**src/hdl/mlfq_pkg.sv**
```systemverilog
// ---------------------------------------------------------------------------
// mlfq_pkg: shared types and constants of the feedback queue scheduler
// Sizes, item structs, slot table entry, sequencer states and codes.
// ---------------------------------------------------------------------------
package mlfq_pkg;

  localparam int MAX_PROCS  = 16;
  localparam int LEVELS     = 3;
  localparam int SLOT_W     = $clog2(MAX_PROCS);
  localparam int LVL_W      = 2;
  localparam int ID_W       = 10;
  localparam int TIME_W     = 16;
  localparam int QUANT_W    = 8;
  localparam int CNT_W      = SLOT_W + 1;
  localparam int QDEPTH     = LEVELS * MAX_PROCS;
  localparam int QADDR_W    = $clog2(QDEPTH);
  localparam int CFG_ADDR_W = 2;

  localparam logic [QUANT_W-1:0] QUANT_TOP_RST    = QUANT_W'(1);
  localparam logic [QUANT_W-1:0] QUANT_MIDDLE_RST = QUANT_W'(2);
  localparam logic [QUANT_W-1:0] QUANT_BOTTOM_RST = QUANT_W'(4);
  localparam logic [QUANT_W-1:0] SLICE_MAX        = '1;

  localparam logic [LVL_W-1:0] LVL_TOP    = LVL_W'(0);
  localparam logic [LVL_W-1:0] LVL_MIDDLE = LVL_W'(1);
  localparam logic [LVL_W-1:0] LVL_BOTTOM = LVL_W'(LEVELS - 1);

  localparam logic [CFG_ADDR_W-1:0] CFG_QUANT_TOP    = CFG_ADDR_W'(0);
  localparam logic [CFG_ADDR_W-1:0] CFG_QUANT_MIDDLE = CFG_ADDR_W'(1);
  localparam logic [CFG_ADDR_W-1:0] CFG_QUANT_BOTTOM = CFG_ADDR_W'(2);

  typedef enum logic {
    OP_ADMIT = 1'b0,
    OP_TICK  = 1'b1
  } op_t;

  typedef enum logic [2:0] {
    S_IDLE,
    S_CHECK,
    S_QREAD,
    S_SREAD,
    S_EXEC
  } state_t;

  typedef struct packed {
    op_t               op;
    logic [ID_W-1:0]   proc_id;
    logic [TIME_W-1:0] burst;
  } sched_in_t;

  typedef struct packed {
    logic              accepted;
    logic              run_valid;
    logic [ID_W-1:0]   run_proc;
    logic [LVL_W-1:0]  run_level;
    logic [TIME_W-1:0] remaining_after;
    logic              finished;
    logic              demoted;
    logic              preempted;
  } sched_out_t;

  typedef struct packed {
    logic [ID_W-1:0]   id;
    logic [TIME_W-1:0] remaining;
    logic [LVL_W-1:0]  level;
  } slot_entry_t;

endpackage

```
**src/hdl/mlfq_process_scheduler_unit.sv**
```systemverilog
// ---------------------------------------------------------------------------
// mlfq_process_scheduler_unit: three-level feedback queue scheduler
// Admits processes into a slot table and runs one time unit per tick item.
// ---------------------------------------------------------------------------
// An item is taken at a clock edge with start high and busy low. cmd.op
// selects admit (store proc_id/burst at the tail of the top level) or tick
// (run the chosen process for one unit). Every item gives one result on
// result, marked by done for a single cycle; the receiver takes it there
// and cannot hold it off.
// Path of an item: an admit is answered from idle; a tick runs CHECK, EXEC
// while the same process keeps running, CHECK, QREAD (queue memory read),
// SREAD (slot table read), EXEC when a new head is taken, and CHECK alone
// for an empty tick. busy is high while a tick is under way, so no new item
// is taken before it ends; an admit leaves busy low.
// Quantum registers go through cfg_valid/cfg_ready (always ready) at
// cfg_addr 0 top, 1 middle, 2 bottom; other addresses are dropped. Write
// them only while the block is idle.
// Reset (rst, synchronous) empties all queues, frees all slots, stops the
// running process and loads quanta 1, 2 and 4. No clearing pass is needed.
// ---------------------------------------------------------------------------
module mlfq_process_scheduler_unit (
  input  logic                              clk,
  input  logic                              rst,
  input  logic                              start,
  output logic                              busy,
  input  mlfq_pkg::sched_in_t               cmd,
  output logic                              done,
  output mlfq_pkg::sched_out_t              result,
  input  logic                              cfg_valid,
  output logic                              cfg_ready,
  input  logic [mlfq_pkg::CFG_ADDR_W-1:0]   cfg_addr,
  input  logic [mlfq_pkg::QUANT_W-1:0]      cfg_data
);

  mlfq_pkg::state_t state;
  mlfq_pkg::state_t state_next;

  logic [mlfq_pkg::QUANT_W-1:0] quantum_top;
  logic [mlfq_pkg::QUANT_W-1:0] quantum_middle;
  logic [mlfq_pkg::QUANT_W-1:0] quantum_bottom;

  logic [mlfq_pkg::MAX_PROCS-1:0] free_slots;
  logic [mlfq_pkg::SLOT_W-1:0]    q_head  [mlfq_pkg::LEVELS];
  logic [mlfq_pkg::SLOT_W-1:0]    q_tail  [mlfq_pkg::LEVELS];
  logic [mlfq_pkg::CNT_W-1:0]     q_count [mlfq_pkg::LEVELS];

  logic                          running_valid;
  logic [mlfq_pkg::SLOT_W-1:0]   running_slot;
  logic [mlfq_pkg::QUANT_W-1:0]  slice_used;
  logic [mlfq_pkg::ID_W-1:0]     cur_id;
  logic [mlfq_pkg::TIME_W-1:0]   cur_rem;
  logic [mlfq_pkg::LVL_W-1:0]    cur_lvl;
  logic                          preempt_flag;

  // slot table and per-level queue storage
  mlfq_pkg::slot_entry_t        slot_mem [mlfq_pkg::MAX_PROCS];
  mlfq_pkg::slot_entry_t        slot_rd;
  logic [mlfq_pkg::SLOT_W-1:0]  queue_mem [mlfq_pkg::QDEPTH];
  logic [mlfq_pkg::SLOT_W-1:0]  queue_rd;

  // control
  logic accept, admit_go, tick_go;
  logic free_any;
  logic [mlfq_pkg::SLOT_W-1:0] free_idx;
  logic pick_any;
  logic [mlfq_pkg::LVL_W-1:0] pick_lvl;
  logic do_preempt, need_pick;

  logic                         slot_we;
  logic [mlfq_pkg::SLOT_W-1:0]  slot_waddr;
  mlfq_pkg::slot_entry_t        slot_wdata;
  logic                         slot_re;
  logic                         q_we;
  logic [mlfq_pkg::LVL_W-1:0]   q_wlvl;
  logic [mlfq_pkg::SLOT_W-1:0]  q_wslot;
  logic                         q_re;

  // shared execute unit
  logic [mlfq_pkg::TIME_W-1:0]  rem_dec;
  logic [mlfq_pkg::QUANT_W-1:0] slice_inc;
  logic [mlfq_pkg::QUANT_W-1:0] quant_sel;
  logic [mlfq_pkg::LVL_W-1:0]   next_lvl;
  logic                         hit_finish;
  logic                         hit_slice;

  assign cfg_ready = 1'b1;

  assign busy     = (state != mlfq_pkg::S_IDLE);
  assign accept   = start && !busy;
  assign admit_go = accept && (cmd.op == mlfq_pkg::OP_ADMIT);
  assign tick_go  = accept && (cmd.op == mlfq_pkg::OP_TICK);

  // lowest free slot
  always_comb begin
    free_any = 1'b0;
    free_idx = '0;
    for (int i = mlfq_pkg::MAX_PROCS - 1; i >= 0; i--) begin
      if (free_slots[i]) begin
        free_any = 1'b1;
        free_idx = mlfq_pkg::SLOT_W'(i);
      end
    end
  end

  // highest non-empty level
  always_comb begin
    pick_any = 1'b0;
    pick_lvl = '0;
    for (int l = mlfq_pkg::LEVELS - 1; l >= 0; l--) begin
      if (q_count[l] != '0) begin
        pick_any = 1'b1;
        pick_lvl = mlfq_pkg::LVL_W'(l);
      end
    end
  end

  assign do_preempt = running_valid && (cur_lvl != mlfq_pkg::LVL_TOP) &&
                      (q_count[0] != '0);
  assign need_pick  = !running_valid || do_preempt;

  always_comb begin
    case (cur_lvl)
      mlfq_pkg::LVL_TOP:    quant_sel = quantum_top;
      mlfq_pkg::LVL_BOTTOM: quant_sel = quantum_bottom;
      default:              quant_sel = quantum_middle;
    endcase
  end

  assign rem_dec    = (cur_rem != '0) ? cur_rem - mlfq_pkg::TIME_W'(1) : '0;
  assign slice_inc  = (slice_used != mlfq_pkg::SLICE_MAX) ?
                      slice_used + mlfq_pkg::QUANT_W'(1) : slice_used;
  assign hit_finish = (rem_dec == '0);
  // a zero quantum acts as one: slice_inc is never below one
  assign hit_slice  = (slice_inc >= quant_sel);
  assign next_lvl   = (cur_lvl == mlfq_pkg::LVL_BOTTOM) ? cur_lvl :
                      cur_lvl + mlfq_pkg::LVL_W'(1);

  // next state
  always_comb begin
    state_next = state;
    case (state)
      mlfq_pkg::S_IDLE: begin
        if (tick_go) state_next = mlfq_pkg::S_CHECK;
      end
      mlfq_pkg::S_CHECK: begin
        if (!need_pick)    state_next = mlfq_pkg::S_EXEC;
        else if (pick_any) state_next = mlfq_pkg::S_QREAD;
        else               state_next = mlfq_pkg::S_IDLE;
      end
      mlfq_pkg::S_QREAD: state_next = mlfq_pkg::S_SREAD;
      mlfq_pkg::S_SREAD: state_next = mlfq_pkg::S_EXEC;
      mlfq_pkg::S_EXEC:  state_next = mlfq_pkg::S_IDLE;
      default:           state_next = mlfq_pkg::S_IDLE;
    endcase
  end

  // memory controls
  always_comb begin
    slot_we    = 1'b0;
    slot_waddr = running_slot;
    slot_wdata = '{id: cur_id, remaining: cur_rem, level: cur_lvl};
    slot_re    = 1'b0;
    q_we       = 1'b0;
    q_wlvl     = cur_lvl;
    q_wslot    = running_slot;
    q_re       = 1'b0;
    case (state)
      mlfq_pkg::S_IDLE: begin
        if (admit_go && free_any) begin
          slot_we    = 1'b1;
          slot_waddr = free_idx;
          slot_wdata = '{id: cmd.proc_id,
                         remaining: (cmd.burst == '0) ? mlfq_pkg::TIME_W'(1) : cmd.burst,
                         level: mlfq_pkg::LVL_TOP};
          q_we    = 1'b1;
          q_wlvl  = mlfq_pkg::LVL_TOP;
          q_wslot = free_idx;
        end
      end
      mlfq_pkg::S_CHECK: begin
        // hand the running process back to its own tail
        if (do_preempt) begin
          slot_we = 1'b1;
          q_we    = 1'b1;
        end
        q_re = need_pick && pick_any;
      end
      mlfq_pkg::S_QREAD: slot_re = 1'b1;
      mlfq_pkg::S_EXEC: begin
        if (!hit_finish && hit_slice) begin
          slot_we    = 1'b1;
          slot_wdata = '{id: cur_id, remaining: rem_dec, level: next_lvl};
          q_we       = 1'b1;
          q_wlvl     = next_lvl;
        end
      end
      default: ;
    endcase
  end

  always_ff @(posedge clk) begin
    if (slot_we) slot_mem[slot_waddr] <= slot_wdata;
    if (slot_re) slot_rd <= slot_mem[queue_rd];
  end

  always_ff @(posedge clk) begin
    if (q_we) queue_mem[mlfq_pkg::QADDR_W'({q_wlvl, q_tail[q_wlvl]})] <= q_wslot;
    if (q_re) queue_rd <= queue_mem[mlfq_pkg::QADDR_W'({pick_lvl, q_head[pick_lvl]})];
  end

  // queue pointers
  always_ff @(posedge clk) begin
    if (rst) begin
      for (int l = 0; l < mlfq_pkg::LEVELS; l++) begin
        q_head[l]  <= '0;
        q_tail[l]  <= '0;
        q_count[l] <= '0;
      end
    end else begin
      for (int l = 0; l < mlfq_pkg::LEVELS; l++) begin
        if (q_we && (q_wlvl == mlfq_pkg::LVL_W'(l))) begin
          q_tail[l] <= (q_tail[l] == mlfq_pkg::SLOT_W'(mlfq_pkg::MAX_PROCS - 1)) ?
                       '0 : q_tail[l] + mlfq_pkg::SLOT_W'(1);
        end
        if (q_re && (pick_lvl == mlfq_pkg::LVL_W'(l))) begin
          q_head[l] <= (q_head[l] == mlfq_pkg::SLOT_W'(mlfq_pkg::MAX_PROCS - 1)) ?
                       '0 : q_head[l] + mlfq_pkg::SLOT_W'(1);
        end
        if ((q_we && (q_wlvl == mlfq_pkg::LVL_W'(l))) &&
            !(q_re && (pick_lvl == mlfq_pkg::LVL_W'(l)))) begin
          q_count[l] <= q_count[l] + mlfq_pkg::CNT_W'(1);
        end else if (!(q_we && (q_wlvl == mlfq_pkg::LVL_W'(l))) &&
                     (q_re && (pick_lvl == mlfq_pkg::LVL_W'(l)))) begin
          q_count[l] <= q_count[l] - mlfq_pkg::CNT_W'(1);
        end
      end
    end
  end

  // configuration
  always_ff @(posedge clk) begin
    if (rst) begin
      quantum_top    <= mlfq_pkg::QUANT_TOP_RST;
      quantum_middle <= mlfq_pkg::QUANT_MIDDLE_RST;
      quantum_bottom <= mlfq_pkg::QUANT_BOTTOM_RST;
    end else if (cfg_valid && cfg_ready) begin
      case (cfg_addr)
        mlfq_pkg::CFG_QUANT_TOP:    quantum_top    <= cfg_data;
        mlfq_pkg::CFG_QUANT_MIDDLE: quantum_middle <= cfg_data;
        mlfq_pkg::CFG_QUANT_BOTTOM: quantum_bottom <= cfg_data;
        default: ;
      endcase
    end
  end

  // sequencer, running process and result
  always_ff @(posedge clk) begin
    if (rst) begin
      state         <= mlfq_pkg::S_IDLE;
      free_slots    <= '1;
      running_valid <= 1'b0;
      running_slot  <= '0;
      slice_used    <= '0;
      preempt_flag  <= 1'b0;
      done          <= 1'b0;
    end else begin
      state <= state_next;
      done  <= admit_go ||
               ((state == mlfq_pkg::S_CHECK) && need_pick && !pick_any) ||
               (state == mlfq_pkg::S_EXEC);
      case (state)
        mlfq_pkg::S_IDLE: begin
          if (admit_go) begin
            if (free_any) free_slots[free_idx] <= 1'b0;
            result <= '{accepted: free_any, run_valid: 1'b0, run_proc: '0,
                        run_level: '0, remaining_after: '0, finished: 1'b0,
                        demoted: 1'b0, preempted: 1'b0};
          end
          if (tick_go) preempt_flag <= 1'b0;
        end
        mlfq_pkg::S_CHECK: begin
          preempt_flag <= do_preempt;
          if (do_preempt) begin
            running_valid <= 1'b0;
            slice_used    <= '0;
          end
          if (need_pick && !pick_any) begin
            // idle tick
            result <= '0;
          end
        end
        mlfq_pkg::S_QREAD: running_slot <= queue_rd;
        mlfq_pkg::S_SREAD: begin
          cur_id        <= slot_rd.id;
          cur_rem       <= slot_rd.remaining;
          cur_lvl       <= slot_rd.level;
          running_valid <= 1'b1;
          slice_used    <= '0;
        end
        mlfq_pkg::S_EXEC: begin
          result <= '{accepted: 1'b0, run_valid: 1'b1, run_proc: cur_id,
                      run_level: cur_lvl, remaining_after: rem_dec,
                      finished: hit_finish, demoted: !hit_finish && hit_slice,
                      preempted: preempt_flag};
          if (hit_finish) begin
            free_slots[running_slot] <= 1'b1;
            running_valid            <= 1'b0;
            slice_used               <= '0;
          end else if (hit_slice) begin
            running_valid <= 1'b0;
            slice_used    <= '0;
          end else begin
            cur_rem    <= rem_dec;
            slice_used <= slice_inc;
          end
        end
        default: ;
      endcase
    end
  end

endmodule

```
**config.mk**
```make
export PLATFORM = sky130hd
export DESIGN_NAME = mlfq_process_scheduler_unit
export DESIGN_NICKNAME = d
export VERILOG_FILES = /design/src/hdl/mlfq_pkg.sv /design/src/hdl/mlfq_process_scheduler_unit.sv
export SDC_FILE = /design/constraint.sdc
export NUM_CORES = 1
export LEC_CHECK = 0
export BUFFER_PORTS_ARGS = -buffer_cell sky130_fd_sc_hd__buf_2
export CORE_ASPECT_RATIO = 0.8
export CORE_MARGIN = 1
export CORE_UTILIZATION = 49
export DETAILED_ROUTE_END_ITERATION = 10
export HOLD_SLACK_MARGIN = 0.08
export SYNTH_ARGS = -nofsm -noshare
export SYNTH_HDL_FRONTEND = slang
export SYNTH_SLANG_ARGS = --single-unit
```
**constraint.sdc**
```tcl
create_clock -name clk -period 13.1 [get_ports clk]
set_clock_uncertainty 0.1 [all_clocks]
set_input_delay 2.62 -clock clk [delete_from_list [all_inputs] [get_ports clk]]
set_output_delay 2.62 -clock clk [all_outputs]
set_load 0.05 [all_outputs]
```
==> tab_implementation.tex <==
\begin{tabular}{lr}
\hline
Metric & Value \\
\hline
\multicolumn{2}{l}{\textbf{Clocking}} \\
\quad Number of buffers added to fix hold violations after cts & 0 \\
\quad Number of setup buffers added after CTS & 0 \\
\quad Worst-case clock buffer depth & 3 \\
\quad Clock buffers created by TritonCTS & 84 \\
\quad Clock tree root driver cell & sky130\_fd\_sc\_hd\_\_clkbuf\_16 \\
\quad Clock latency on the worst-skew pair & 0.64 ns \\
\quad Number of instances resized during post-cts repair & 0 \\
\quad Clk sink count & 830 \\
\quad Clk pin slew, worst setup/hold paths & 0.06 ns \\
\quad TritonCTS clock tree & built \\
\quad Maximum level of the CTS H-tree & 3 \\
\multicolumn{2}{l}{\textbf{Worst hold path}} \\
\quad Type of the tightest min-delay check & reg2reg \\
\quad Beginning of the worst hold path & slot\_rd[25]\$\_DFFE\_PP\_ \\
\multicolumn{2}{l}{\textbf{Setup path}} \\
\quad Critical path fanouts, max & 52 \\
\quad Depth of the critical timing path with buffers and inverters included & 10 \\
\quad Critical R2R Launch & cur\_lvl[0]\$\_DFFE\_PP\_ \\
\quad Startpoint of the most critical setup path & cmd[26] \\
\quad Crit path cell chain & buf\_2 -> nand2b\_1 -> nor4\_2 -> nor2b\_4 -> buf\_4 -> nand2\_1 -> nand2\_1 -> buf\_4 -> o21ai\_0 -> nor2\_4 \\
\quad Class of the most critical setup path & in2reg \\
\quad Worst R2R Path Depth & 21 \\
\quad Reg-to-Reg End & q\_count[1][4]\$\_SDFFCE\_PN0P\_ \\
\quad Arrival time reported for the critical path endpoint & 6.93 ns \\
\quad CP max-delay cell & sky130\_fd\_sc\_hd\_\_nor2\_4 \\
\quad Required time at the worst-slack endpoint & 13.24 ns \\
\quad Kind of start point of the critical path & input pin \\
\quad Setup slack of the most critical reg-to-reg path & 6.51 ns \\
\quad Last element of the critical path & slot\_mem[11][25]\$\_DFFE\_PP\_ \\
\quad Delay of the slowest critical-path stage & 1.05 ns \\
\quad Top delay family on crit path & simple AND/OR/NAND/NOR gates \\
\quad Worst setup EP type & register \\
\quad Bufs and invs on worst path & 3 \\
\multicolumn{2}{l}{\textbf{Timing}} \\
\quad Minimum clock period after layout & 6.79 ns \\
\quad Fin. max-slew vios & 0 \\
\quad RSZ-0062 raised after global routing & no \\
\quad Period Utilization, post-route & 51.8\% \\
\quad Worst-Margin Slew & 1.39 ns \\
\quad Upper clock frequency limit & 147 MHz \\
\quad Total Neg Setup Slack & 0 ns \\
\quad Fin. Hold Viols & 0 \\
\quad Slew margin rel. & 7.00\% \\
\quad Final setup violating endpoints & 0 \\
\multicolumn{2}{l}{\textbf{Power and ir drop}} \\
\quad Peak supply drop & 90.6 uV \\
\quad Sw Share & 22.5\% \\
\quad Sequential group share of total power & 51.3\% \\
\quad Clock network power share & 41.7\% \\
\quad PD cells & 147 nW/um2 \\
\quad Total internal power & 4460 uW \\
\quad Logic pwr share & 7.0\% \\
\quad Psw & 1290 uW \\
\quad Leakage power summed over all cells & 0.0131 uW \\
\multicolumn{2}{l}{\textbf{Status}} \\
\quad Run status & complete, no violations \\
\multicolumn{2}{l}{\textbf{Floorplan}} \\
\quad Initial Util & 49.9\% \\
\quad Horizontal die dimension & 299 um \\
\quad Y dimension of the die & 240 um \\
\quad Number of top-level design ports & 77 \\
\quad Die Footprint & 71800 um2 \\
\quad Number of cell rows & 86 \\
\quad Area of the core region & 69400 um2 \\
\multicolumn{2}{l}{\textbf{Layout}} \\
\quad Net count of the finished layout & 2340 \\
\quad Layout cells sized above 1 & 19.1\% \\
\quad Area Growth Syn to Fin & 12.6\% \\
\quad Summed area of non-filler cells in the final layout & 39000 um2 \\
\quad Most common cell after layout, fill and taps aside & sky130\_fd\_sc\_hd\_\_edfxtp\_1 \\
\quad Fill cell count & 5376 \\
\quad Multi-input gate area in the final layout & 9960 um2 \\
\quad Flip-flop and latch area & 24300 um2 \\
\quad Commonest cells after routing, fill and taps aside & sky130\_fd\_sc\_hd\_\_edfxtp\_1, sky130\_fd\_sc\_hd\_\_nand2\_1, sky130\_fd\_sc\_hd\_\_nor2\_1 \\
\multicolumn{2}{l}{\textbf{GRT}} \\
\quad GRT busiest layer & met1 \\
\quad GRT met2 Usage & 32.3\% \\
\quad Global routing met1 resource utilization & 33.6\% \\
\quad GR Layer Usage met3 & 4.82\% \\
\quad Maximum number of pins on one net before global-route repair & 114 \\
\quad Total grt overflow & 0 \\
\quad First-pass GRT wire length & 119000 um \\
\quad Number of global-route vias before repair & 19200 \\
\quad All-Layer GR Usage & 22.1\% \\
\quad Initial antenna violation count & 2 \\
\multicolumn{2}{l}{\textbf{Yosys}} \\
\quad EDFF count, synth & 772 \\
\quad Avg Cell Area, Syn & 15.8 um2 \\
\quad Number of warnings reported in the yosys synthesis log & 0 \\
\quad Number of nets produced by synthesis & 2260 \\
\quad Cell type contributing the most total cell area after synthesis & sky130\_fd\_sc\_hd\_\_edfxtp\_1 \\
\quad Post-synth design cell area & 34600 um2 \\
\quad Area share of the largest cell type after synthesis & 66.9\% \\
\quad Synthesized flop and latch total & 830 \\
\quad Share of synthesized area occupied by flip-flops and latches & 70.3\% \\
\quad Synth async-reset ratio & 0\% \\
\quad Most used DFF post-synth & sky130\_fd\_sc\_hd\_\_edfxtp\_1 \\
\quad Count of different cell masters after synthesis & 82 \\
\quad Number of instances in the synthesized netlist & 2190 \\
\quad Biggest area contributors in the synthesized netlist & sky130\_fd\_sc\_hd\_\_edfxtp\_1, sky130\_fd\_sc\_hd\_\_mux4\_2, sky130\_fd\_sc\_hd\_\_dfxtp\_1 \\
\multicolumn{2}{l}{\textbf{Placed design}} \\
\quad Placement Cell Area & 36200 um2 \\
\quad RD Place Congestion & 0.893 \\
\quad Dpl hpwl & 48200 um \\
\quad Port-buffer cells & 75 \\
\multicolumn{2}{l}{\textbf{Route}} \\
\quad Initial detailed-routing violation count & 1889 \\
\quad Antenna violation net count after detailed routing & 0 \\
\quad Via count & 19500 \\
\quad Final WL & 78100 um \\
\quad Vias per Instance & 5.97 \\
\quad Routed length per instance & 23.9 um \\
\quad Pre-Repair DR Iteration Count & 5 \\
\quad Count of unresolved DRC violations after routing & 0 \\
\multicolumn{2}{l}{\textbf{Run}} \\
\quad Number of max-capacitance violations reported & 0 \\
\hline
\end{tabular}
[power by group through the flow]
stage                     combinational [uW]  clock [uW]  sequential, uW
after floorplan                          265           0            3010
after global placement                   393           0            3000
after detailed placement                 401           0            3010
after CTS                                403        2440            2950
after global routing                     432        2560            2950
final                                    401        2400            2950
[metal layers]
| layer | share of wire, % | wire length, um | up-vias |
|---|---|---|---|
| li1 | - | - | 8714 |
| met1 | 46 | 36100 | 9955 |
| met2 | 44 | 34500 | 708 |
| met3 | 7.6 | 5960 | 111 |
| met4 | 2.1 | 1630 | 0 |
| met5 | 0 | 0 | - |
[cells by family after synthesis]
logic type	synth area share, %
flops	70.3
fa+ha+maj	1.09
mux	11.9
xor+xnor	0.809
other cells	0.0108
simple gates	8.74
compound gates	5.51
buf+inv	1.68
[through the flow]
step / worst slack, ns / utilization [%] / total power, uW / hold WS [ns] / std cells
after global routing: 6.03 / 56.2 / 5940 / 0.327 / 3263
final: 6.31 / 56.2 / 5750 / 0.318 / 3264
after CTS: 6.34 / 56.2 / 5800 / 0.319 / 3262
after global placement: 5.73 / 52.2 / 3400 / 0.303 / 3107
after detailed placement: 5.69 / 52.2 / 3410 / 0.305 / 3107
after floorplan: 6.10 / - / 3270 / 0.300 / 2190
[how the worst min path moves through the flow]
stage | depth (start not counted) | slack, ns | to
CTS | 0 | 0.32 | cur_id[2]$_DFFE_PP_
global route | 0 | 0.33 | cur_id[7]$_DFFE_PP_
detailed placement | 0 | 0.30 | cur_id[2]$_DFFE_PP_
finish | 0 | 0.32 | cur_id[7]$_DFFE_PP_
global placement | 0 | 0.30 | cur_id[0]$_DFFE_PP_
floorplan | 0 | 0.30 | cur_id[0]$_DFFE_PP_
[flip-flops by register name (all words and copies together), names as in the netlist, 10 cells and up]
register	flops
slot_rd	28
q_tail	12
cur_id	10
q_count	15
cur_rem	16
result	33
queue_mem	192
q_head	12
slot_mem	448
free_slots	16
[synthesized netlist by cell type (all sizes together) (18+ instances only)]
cell type,instances
and3,28
a21oi,101
mux4,156
nand3,46
nor4,21
nor3,21
a21o,27
clkbuf,82
o21ai,44
edfxtp,772
ha,27
buf,31
nand2,218
nor2b,18
or2,20
dfxtp,58
xnor2,24
inv,37
o22ai,20
mux2i,58
nor2,190
[layout make-up]
type                       count  area share (%)
sequential                   830            62.4
clock inverter                48            1.48
antenna                        1         0.00642
timing repair buffer         107            1.61
multi-input combinational   1210            25.5
tap                          924            2.96
clock buffer                 107            5.64
inverter                      37           0.356
[worst register-to-register path: cells and delay by family, from the launching register on]
family	cells	cell delay, ns
xor+xnor	2	0.29
flops	1	0.40
fa+ha+maj	3	1.03
simple gates	6	1.72
compound gates	7	1.75
mux	1	0.81
buf+inv	2	0.22
Note: power is estimated with default switching activity, not from simulation.
